$ cat src/tkst_pkg.sv
// ============================================================================
// tkst_pkg
// Shared types and constants for the keyed top-K score board.
// ============================================================================
`default_nettype none

package tkst_pkg;

  localparam int NAME_LOW_W   = 64;
  localparam int NAME_HIGH_W  = 16;
  localparam int SCORE_W      = 16;
  localparam int RANK_W       = 4;
  localparam int IN_DATA_W    = 96;   // name_low, name_high, score
  localparam int OUT_DATA_W   = 104;  // rank, name_low, name_high, score, zero pad
  localparam int CAPACITY_DEF = 10;

  // One board entry as it sits in the entry memory.
  typedef struct packed {
    logic [SCORE_W-1:0]     score;
    logic [NAME_HIGH_W-1:0] name_high;
    logic [NAME_LOW_W-1:0]  name_low;
  } entry_t;

  typedef enum logic [2:0] {
    ST_IDLE,    // wait for a request
    ST_SCAN,    // walk the board: name match, insert point, lowest entry
    ST_DECIDE,  // pick the update
    ST_SEEK,    // find the new place of a raised entry
    ST_EMIT     // rewrite the board in rank order and stream it out
  } state_t;

  typedef enum logic [1:0] {
    MODE_KEEP,   // board unchanged
    MODE_SHIFT,  // one entry moves up or joins; the ones it passes drop by one
    MODE_REPL    // lowest entry leaves, new one joins, younger ages close the gap
  } mode_t;

endpackage : tkst_pkg

`default_nettype wire

$ cat src/top_k_keyed_score_table_unit.sv
// ============================================================================
// top_k_keyed_score_table_unit
// Keyed top-K score board kept in rank order in a synchronous memory.
// ============================================================================
//
// Usage:
//   Input channel (in_tvalid / in_tready / in_tdata) carries one request: a
//   ten-byte player name and a score. A name on the board has its score
//   raised when the new score is higher; a new name joins while there is
//   room, or replaces the lowest entry when its score is strictly greater.
//   Result channel (out_tvalid / out_tready / out_tdata / out_tlast) streams
//   the whole board after every request, rank 1 first, out_tlast on the last.
//   Work per request with N entries on the board after the update: taking
//   the request, one scan read per entry already on the board, a decision
//   step, then the rewrite and emission of all N entries. A raise of a
//   known name held at rank r first reads the r - 1 entries above it to
//   find its new slot. All of this is set by the single read port of the
//   entry memory, one entry per cycle while out_tready does not stall the
//   rewrite pass. The first result follows the scan, the decision step
//   and, for a raise, the seek.
//   in_tready is high only while the unit is between requests.
//   A stall on out_tready freezes the rewrite pass: the read data and the
//   output register hold until the result is taken.
//   Reset empties the board at once (entry count to zero); the memories are
//   not cleared since slots past the count are never shown.
//
`default_nettype none

module top_k_keyed_score_table_unit #(
  parameter int CAPACITY = tkst_pkg::CAPACITY_DEF  // 1 .. 15
) (
  input  wire logic                           clk,
  input  wire logic                           rst_n,
  // request channel
  input  wire logic                           in_tvalid,
  output logic                                in_tready,
  input  wire logic [tkst_pkg::IN_DATA_W-1:0] in_tdata,   // name_low, name_high, score
  // result channel
  output logic                                out_tvalid,
  input  wire logic                           out_tready,
  output logic [tkst_pkg::OUT_DATA_W-1:0]     out_tdata,  // rank, out_name_low,
                                                          // out_name_high, out_score, pad
  output logic                                out_tlast
);

  localparam int IDX_W = (CAPACITY > 1) ? $clog2(CAPACITY) : 1;
  localparam int CNT_W = $clog2(CAPACITY + 1);
  localparam int AGE_W = IDX_W;
  localparam logic [CNT_W-1:0] CAP_CNT    = CNT_W'(CAPACITY);
  localparam logic [CNT_W-1:0] CAP_LAST   = CNT_W'(CAPACITY - 1);
  localparam logic [AGE_W-1:0] AGE_NEWEST = AGE_W'(CAPACITY - 1);

  // --------------------------------------------------------------------------
  // Board memories, rank order. The age is the join order (0 = oldest) and
  // breaks score ties.
  // --------------------------------------------------------------------------
  tkst_pkg::entry_t   ent_mem [CAPACITY];
  logic [AGE_W-1:0]   age_mem [CAPACITY];

  logic               rd_en;
  logic [IDX_W-1:0]   rd_addr;
  tkst_pkg::entry_t   rd_ent_r;
  logic [AGE_W-1:0]   rd_age_r;
  logic               wr_en;
  logic [IDX_W-1:0]   wr_addr;
  tkst_pkg::entry_t   wr_ent;
  logic [AGE_W-1:0]   wr_age;

  always_ff @(posedge clk) begin
    if (wr_en) begin
      ent_mem[wr_addr] <= wr_ent;
      age_mem[wr_addr] <= wr_age;
    end
    if (rd_en) begin
      rd_ent_r <= ent_mem[rd_addr];
      rd_age_r <= age_mem[rd_addr];
    end
  end

  // --------------------------------------------------------------------------
  // Control and working registers
  // --------------------------------------------------------------------------
  tkst_pkg::state_t state_r, state_nxt;
  tkst_pkg::mode_t  mode_r, mode_nxt;
  logic [CNT_W-1:0] cnt_r, cnt_nxt;        // entries on the board
  logic [CNT_W-1:0] k_r, k_nxt;            // slot held in the read data
  tkst_pkg::entry_t key_r, key_nxt;        // request being handled
  logic             found_r, found_nxt;
  logic [CNT_W-1:0] m_r, m_nxt;            // slot of the matching name
  logic [tkst_pkg::SCORE_W-1:0] old_sc_r, old_sc_nxt;
  logic [AGE_W-1:0] age_m_r, age_m_nxt;
  logic [CNT_W-1:0] p_r, p_nxt;            // slot where the moved entry lands
  logic [CNT_W-1:0] hi_r, hi_nxt;          // last slot touched by the shift
  logic [tkst_pkg::SCORE_W-1:0] last_sc_r, last_sc_nxt;
  logic [AGE_W-1:0] last_age_r, last_age_nxt;
  logic [AGE_W-1:0] new_age_r, new_age_nxt;
  tkst_pkg::entry_t carry_r, carry_nxt;    // entry pushed down by one slot
  logic [AGE_W-1:0] carry_age_r, carry_age_nxt;
  logic             out_valid_r, out_valid_nxt;
  logic [tkst_pkg::RANK_W-1:0] out_rank_r, out_rank_nxt;
  tkst_pkg::entry_t out_ent_r, out_ent_nxt;
  logic             out_last_r, out_last_nxt;

  always_ff @(posedge clk) begin
    if (!rst_n) begin
      state_r     <= tkst_pkg::ST_IDLE;
      cnt_r       <= '0;
      out_valid_r <= 1'b0;
      found_r     <= 1'b0;
      mode_r      <= tkst_pkg::MODE_KEEP;
    end else begin
      state_r     <= state_nxt;
      cnt_r       <= cnt_nxt;
      out_valid_r <= out_valid_nxt;
      found_r     <= found_nxt;
      mode_r      <= mode_nxt;
    end
  end

  always_ff @(posedge clk) begin
    k_r         <= k_nxt;
    key_r       <= key_nxt;
    m_r         <= m_nxt;
    old_sc_r    <= old_sc_nxt;
    age_m_r     <= age_m_nxt;
    p_r         <= p_nxt;
    hi_r        <= hi_nxt;
    last_sc_r   <= last_sc_nxt;
    last_age_r  <= last_age_nxt;
    new_age_r   <= new_age_nxt;
    carry_r     <= carry_nxt;
    carry_age_r <= carry_age_nxt;
    out_rank_r  <= out_rank_nxt;
    out_ent_r   <= out_ent_nxt;
    out_last_r  <= out_last_nxt;
  end

  // --------------------------------------------------------------------------
  // Datapath helpers
  // --------------------------------------------------------------------------
  logic               in_fire;
  logic               step;
  logic [CNT_W-1:0]   k_inc;
  logic               name_hit;
  logic               cnt_last;
  logic [31:0]        rank_wide;
  tkst_pkg::entry_t   new_ent;
  tkst_pkg::entry_t   em_ent;
  logic [AGE_W-1:0]   em_age_raw;
  logic               em_is_new;
  logic               em_take_carry;

  assign in_tready = (state_r == tkst_pkg::ST_IDLE);
  assign in_fire   = in_tvalid && in_tready;
  assign step      = !out_valid_r || out_tready;
  assign k_inc     = k_r + 1'b1;
  assign name_hit  = (rd_ent_r.name_low == key_r.name_low) &&
                     (rd_ent_r.name_high == key_r.name_high);
  assign cnt_last  = (k_r == cnt_r - 1'b1);
  assign rank_wide = 32'(k_r) + 32'd1;
  assign new_ent   = key_r;

  // Pick what lands in slot k during the rewrite pass.
  always_comb begin
    em_is_new     = 1'b0;
    em_take_carry = 1'b0;
    if (mode_r != tkst_pkg::MODE_KEEP && k_r >= p_r && k_r <= hi_r) begin
      if (k_r == p_r) begin
        em_is_new = 1'b1;
      end else begin
        em_take_carry = 1'b1;
      end
    end
    if (em_is_new) begin
      em_ent     = new_ent;
      em_age_raw = new_age_r;
    end else if (em_take_carry) begin
      em_ent     = carry_r;
      em_age_raw = carry_age_r;
    end else begin
      em_ent     = rd_ent_r;
      em_age_raw = rd_age_r;
    end
  end

  // --------------------------------------------------------------------------
  // Sequencer
  // --------------------------------------------------------------------------
  always_comb begin
    state_nxt     = state_r;
    mode_nxt      = mode_r;
    cnt_nxt       = cnt_r;
    k_nxt         = k_r;
    key_nxt       = key_r;
    found_nxt     = found_r;
    m_nxt         = m_r;
    old_sc_nxt    = old_sc_r;
    age_m_nxt     = age_m_r;
    p_nxt         = p_r;
    hi_nxt        = hi_r;
    last_sc_nxt   = last_sc_r;
    last_age_nxt  = last_age_r;
    new_age_nxt   = new_age_r;
    carry_nxt     = carry_r;
    carry_age_nxt = carry_age_r;
    out_valid_nxt = out_valid_r && !out_tready;
    out_rank_nxt  = out_rank_r;
    out_ent_nxt   = out_ent_r;
    out_last_nxt  = out_last_r;
    rd_en         = 1'b0;
    rd_addr       = '0;
    wr_en         = 1'b0;
    wr_addr       = k_r[IDX_W-1:0];
    wr_ent        = em_ent;
    wr_age        = em_age_raw;

    // Close the age gap left by the removed entry.
    if (mode_r == tkst_pkg::MODE_REPL && !em_is_new && em_age_raw > last_age_r) begin
      wr_age = em_age_raw - 1'b1;
    end

    case (state_r)
      tkst_pkg::ST_IDLE: begin
        if (in_fire) begin
          key_nxt.name_low  = in_tdata[63:0];
          key_nxt.name_high = in_tdata[79:64];
          key_nxt.score     = in_tdata[95:80];
          found_nxt = 1'b0;
          p_nxt     = '0;
          k_nxt     = '0;
          if (cnt_r != '0) begin
            rd_en     = 1'b1;
            state_nxt = tkst_pkg::ST_SCAN;
          end else begin
            state_nxt = tkst_pkg::ST_DECIDE;
          end
        end
      end

      tkst_pkg::ST_SCAN: begin
        if (name_hit && !found_r) begin
          found_nxt  = 1'b1;
          m_nxt      = k_r;
          old_sc_nxt = rd_ent_r.score;
          age_m_nxt  = rd_age_r;
        end
        // every entry scoring at least the new score stays ahead of a newcomer
        if (rd_ent_r.score >= key_r.score) begin
          p_nxt = p_r + 1'b1;
        end
        if (cnt_last) begin
          last_sc_nxt  = rd_ent_r.score;
          last_age_nxt = rd_age_r;
          state_nxt    = tkst_pkg::ST_DECIDE;
        end else begin
          rd_en   = 1'b1;
          rd_addr = k_inc[IDX_W-1:0];
          k_nxt   = k_inc;
        end
      end

      tkst_pkg::ST_DECIDE: begin
        k_nxt     = '0;
        rd_en     = 1'b1;
        state_nxt = tkst_pkg::ST_EMIT;
        mode_nxt  = tkst_pkg::MODE_KEEP;
        if (found_r) begin
          if (key_r.score > old_sc_r) begin
            mode_nxt    = tkst_pkg::MODE_SHIFT;
            hi_nxt      = m_r;
            new_age_nxt = age_m_r;
            p_nxt       = '0;
            if (m_r != '0) begin
              state_nxt = tkst_pkg::ST_SEEK;
            end
          end
        end else if (cnt_r != CAP_CNT) begin
          mode_nxt    = tkst_pkg::MODE_SHIFT;
          hi_nxt      = cnt_r;
          new_age_nxt = cnt_r[AGE_W-1:0];
          cnt_nxt     = cnt_r + 1'b1;
        end else if (key_r.score > last_sc_r) begin
          mode_nxt    = tkst_pkg::MODE_REPL;
          hi_nxt      = CAP_LAST;
          new_age_nxt = AGE_NEWEST;
        end
      end

      tkst_pkg::ST_SEEK: begin
        // entries above the raised one that still outrank it
        if (rd_ent_r.score > key_r.score ||
            (rd_ent_r.score == key_r.score && rd_age_r < age_m_r)) begin
          p_nxt = p_r + 1'b1;
        end
        rd_en = 1'b1;
        if (k_inc == m_r) begin
          k_nxt     = '0;
          state_nxt = tkst_pkg::ST_EMIT;
        end else begin
          rd_addr = k_inc[IDX_W-1:0];
          k_nxt   = k_inc;
        end
      end

      tkst_pkg::ST_EMIT: begin
        if (step) begin
          wr_en         = (mode_r != tkst_pkg::MODE_KEEP);
          out_valid_nxt = 1'b1;
          out_rank_nxt  = rank_wide[tkst_pkg::RANK_W-1:0];
          out_ent_nxt   = em_ent;
          out_last_nxt  = cnt_last;
          if (em_is_new || em_take_carry) begin
            carry_nxt     = rd_ent_r;
            carry_age_nxt = rd_age_r;
          end
          if (cnt_last) begin
            state_nxt = tkst_pkg::ST_IDLE;
          end else begin
            rd_en   = 1'b1;
            rd_addr = k_inc[IDX_W-1:0];
            k_nxt   = k_inc;
          end
        end
      end

      default: begin
        state_nxt = tkst_pkg::ST_IDLE;
      end
    endcase
  end

  assign out_tvalid = out_valid_r;
  assign out_tlast  = out_last_r;
  assign out_tdata  = {4'b0000, out_ent_r.score, out_ent_r.name_high,
                       out_ent_r.name_low, out_rank_r};

  // --------------------------------------------------------------------------
  // Assertions
  // --------------------------------------------------------------------------
  a_cnt_bound: assert property (@(posedge clk) disable iff (!rst_n)
    cnt_r <= CAP_CNT)
    else $error("entry count above capacity");

  a_out_hold: assert property (@(posedge clk) disable iff (!rst_n)
    out_tvalid && !out_tready |=>
      out_tvalid && $stable(out_tdata) && $stable(out_tlast))
    else $error("result changed while stalled");

  a_emit_nonempty: assert property (@(posedge clk) disable iff (!rst_n)
    state_r == tkst_pkg::ST_EMIT |-> cnt_r != '0 && k_r < cnt_r)
    else $error("rewrite pass outside the board");

  a_write_only_emit: assert property (@(posedge clk) disable iff (!rst_n)
    wr_en |-> state_r == tkst_pkg::ST_EMIT && step)
    else $error("memory write outside the rewrite pass");

endmodule : top_k_keyed_score_table_unit

`default_nettype wire
$ cat config.mk
export PLATFORM = sky130hd
export DESIGN_NAME = top_k_keyed_score_table_unit
export DESIGN_NICKNAME = d
export VERILOG_FILES = /design/src/tkst_pkg.sv /design/src/top_k_keyed_score_table_unit.sv
export SDC_FILE = /design/constraint.sdc
export NUM_CORES = 2
export LEC_CHECK = 0
export BUFFER_PORTS_ARGS = -buffer_cell sky130_fd_sc_hd__buf_2
export CAP_MARGIN = 30
export CORE_UTILIZATION = 51
export CTS_BUF_LIST = sky130_fd_sc_hd__clkbuf_16
export CTS_CLUSTER_DIAMETER = 40
export DETAILED_ROUTE_END_ITERATION = 16
export PLACE_DENSITY = 0.7
export SLEW_MARGIN = 40
export SYNTH_ARGS = -nofsm -noshare
export SYNTH_HDL_FRONTEND = slang
export SYNTH_SLANG_ARGS = --single-unit
$ cat constraint.sdc
create_clock -name clk -period 16.3 [get_ports clk]
set_input_delay 3.26 -clock clk [delete_from_list [all_inputs] [get_ports clk]]
set_output_delay 3.26 -clock clk [all_outputs]
set_load 0.005 [all_outputs]
==> flow_summary.ini <==
[worst_hold_path]
hold-path-cell-count = 0
hp-class = register to register
hold_start = rd_ent_r[44]$_DFFE_PP_

[global_route]
grt_max_degree = 143
grt_use_met1_pct = 36.3
grt_pass1_wl_um = 217000
grt_remaining_overflow = 0
antenna_found_initial = 2
use_met2_pct = 40.7
grt_pass1_vias = 33700
grt_use_total_pct = 26.1
top_usage_layer = met2
use_met3_pct = 4.87

[finish]
final_area_um2 = 66800
final_cell_mix = edfxtp_1, nand2_1, nor2_1
synthToLayoutAreaGrowth_pct = 16.2
final_common_cell = edfxtp_1
nFillCells = 8042
num-nets-final = 4150
drive_gt1_share_pct = 17.6

[yosys]
ys_ff_latch = 1468
async_flop_share_pct = 0
ys_types = 63
syn_inst = 3747
synth_edf_count = 1457
ys_seq_area_share_pct = 76.5
synth_area_um2 = 57500
synth.avg_cell_area_um2 = 15.3
synth.yosys.warnings = 0
ys.flop_type = edfxtp_1

[timing]
rsz0062_at_grt = no
slew_headroom_pct = 40.2
tightestPinTransition_ps = 897
drv_slew = 0
setup_viol = 0
period_share_pct = 37.9
tns_ps = 0
fmax_ghz = 0.162
skew_ps = 73.9
hold_viol_final = 0
period_minus_slack_ps = 6170

[drt]
routedWlPerCell_um = 26.5
finalWirelength_um = 148000
drtIter0Drc = 3972
vias_per_cell = 6.12
drt.antenna.violating_nets = 0
drtPass1Iterations = 7
drc = 0
vias = 34300

[setup_path]
endpoint = rd_age_r[3]$_DFFE_PP_
slowest_stage = buf_4
crit_required_ps = 16870
crit_type = input pin to register
start_kind = input pin
crit_top_cell = nor2b_1
endpoint_kind = register
path_cells = buf_2 > nor2b_1 > o21ai_0 > nor2b_1 > a21o_4 > nand3_4 > buf_4 > o22ai_1 > a311oi_1
startpoint = out_tready
cp_max_fo = 50
r2r-end = age_mem[8][3]$_DFFE_PP_
reg2reg_from = k_r[0]$_DFFE_PP_
rrSetupSlack_ps = 10670
critPathArrivalTime_ps = 6740
rr_worst_depth = 14
cpPeakStageDelay_ps = 770

[clocking]
cts_resized = 0
cts_max_level = 4
cts_tree = built
cts_hold_buf = 0
cts_buffer_depth = 3
clkTransAtPathRegs_ps = 70
ctsRootBufferMaster = clkbuf_16
cts-buffers-inserted = 175
clk_latency_ps = 800
cts_setup_buffers = 0
cts_sinks = 1468

[run]
drv_cap = 0

[floorplanning]
std_cell_rows = 122
fp.dieArea_um2 = 114000
ios = 207
chipHeight_um = 338
initial_utilization_pct = 51.7
core-area_um2 = 111000
die_w_um = 338

[power]
pwr_density_cell_nw_per_um2 = 199
vdd_drop_max_mv = 0.197
power.total_mw = 13.3
p_leak_nw = 23.4

[place]
port_buffers = 202
dp_hpwl_um = 84100
placed_area_um2 = 60700
gp_congestion = 0.939

[status]
outcome = finished clean
## report_power, final
part / internal [mW] / total (mW) / leakage, nW / switching (mW)
combinational: 1.01 / 3.68 / 7.10 / 2.67
sequential: 5.31 / 5.68 / 13.3 / 0.369
clock: 2.34 / 3.96 / 2.97 / 1.62
total: 8.65 / 13.3 / 23.4 / 4.66
## worst min path at each step
stage / to / slack, ps
finish: carry_r[44]$_DFFE_PP_ / 480
global route: carry_r[42]$_DFFE_PP_ / 500
CTS: carry_r[44]$_DFFE_PP_ / 480
detailed placement: carry_r[24]$_DFFE_PP_ / 480
global placement: carry_r[24]$_DFFE_PP_ / 460
floorplan: carry_r[15]$_DFFE_PP_ / 450
## stage by stage
stage | setup slack (ps) | instances | hold WS [ps] | util, %
after floorplan | 216 | 3750 | 451 | -
after global placement | 9430 | 5282 | 463 | 53.9
after detailed placement | 9620 | 5287 | 477 | 54.5
after CTS | 10280 | 5606 | 480 | 59.9
after global routing | 10070 | 5607 | 500 | 60.0
final | 10130 | 5609 | 483 | 60.0
## cell families (layout without fill, tap and decap cells)
group	count (synthesis)	in the layout	share of synthesized area [%]
DFF	1468	1468	76.5
and+or+nand+nor	1033	1033	7.40
AOI/OAI and AO/OA	624	624	8.33
buffers and inverters	327	696	2.43
muxes	159	159	2.81
adders and majority gates	73	73	1.59
xor gates and xnor gates	62	62	0.983
other	1	6	0.00652
## sequential cells by signal, indices dropped and copies added, names as in the netlist, 2 cells and up
signal	cells
ent_mem	960
carry_r	96
key_r	96
out_tdata	96
rd_ent_r	96
age_mem	40
last_sc_r	16
old_sc_r	16
age_m_r	4
carry_age_r	4
cnt_r	4
hi_r	4
k_r	4
last_age_r	4
m_r	4
new_age_r	4
out_rank_r	4
p_r	4
rd_age_r	4
state_r	3
mode_r	2
## routing by layer
metal / part of all wire, % / up-vias / wire, um
met3: 9.1 / 293 / 13500
met1: 41 / 17300 / 60300
li1: - / 14900 / -
met5: 0 / - / 0
met4: 3.5 / 0 / 5190
met2: 47 / 1815 / 69400
## critical path: cells and delay by family
family / cells / cell delay, ps
compound gates: 4 / 1210
simple gates: 3 / 1270
buf+inv: 2 / 870
## synthesized netlist by cell type, drive strengths merged, types with 2 or more instances
master	instances	area, um2
and3	8	50.1
dfxtp	11	220
or4	4	30.0
o2bb2ai	5	43.8
nand4	21	131
inv	116	435
o211ai	5	37.5
ha	73	913
nor4	15	93.8
o21a	11	82.6
a21o	11	82.6
mux2i	140	1400
nor3	13	70.1
nor2	211	792
and4	3	26.3
xnor2	42	375
a311oi	82	968
and3b	2	17.5
a211oi	2	15.0
a2111oi	2	17.5
nand2b	10	62.6
buf	99	542
a32o	82	821
nand2	634	2380
nor2b	10	62.6
a22o	5	43.8
nor3b	4	30.0
a31oi	182	1140
a21oi	48	252
o22ai	130	813
o21ai	17	88.8
o221ai	4	35.0
mux2	19	214
edfxtp	1457	43800
nand3	90	450
xor2	19	166
a221oi	28	245
and2	5	31.3
clkbuf	112	420
## area by class of cell
type	count	area (um2)	area share (%)
sequential	1468	44000	65.8
multi-input combinational	1955	12900	19.3
clock buffer	175	4380	6.55
tap	1488	1860	2.79
timing repair buffer	261	1650	2.47
clock inverter	144	1610	2.41
inverter	116	443	0.663
antenna	2	5.00	0.00749
No activity file was read; power rests on OpenSTA's default activity.
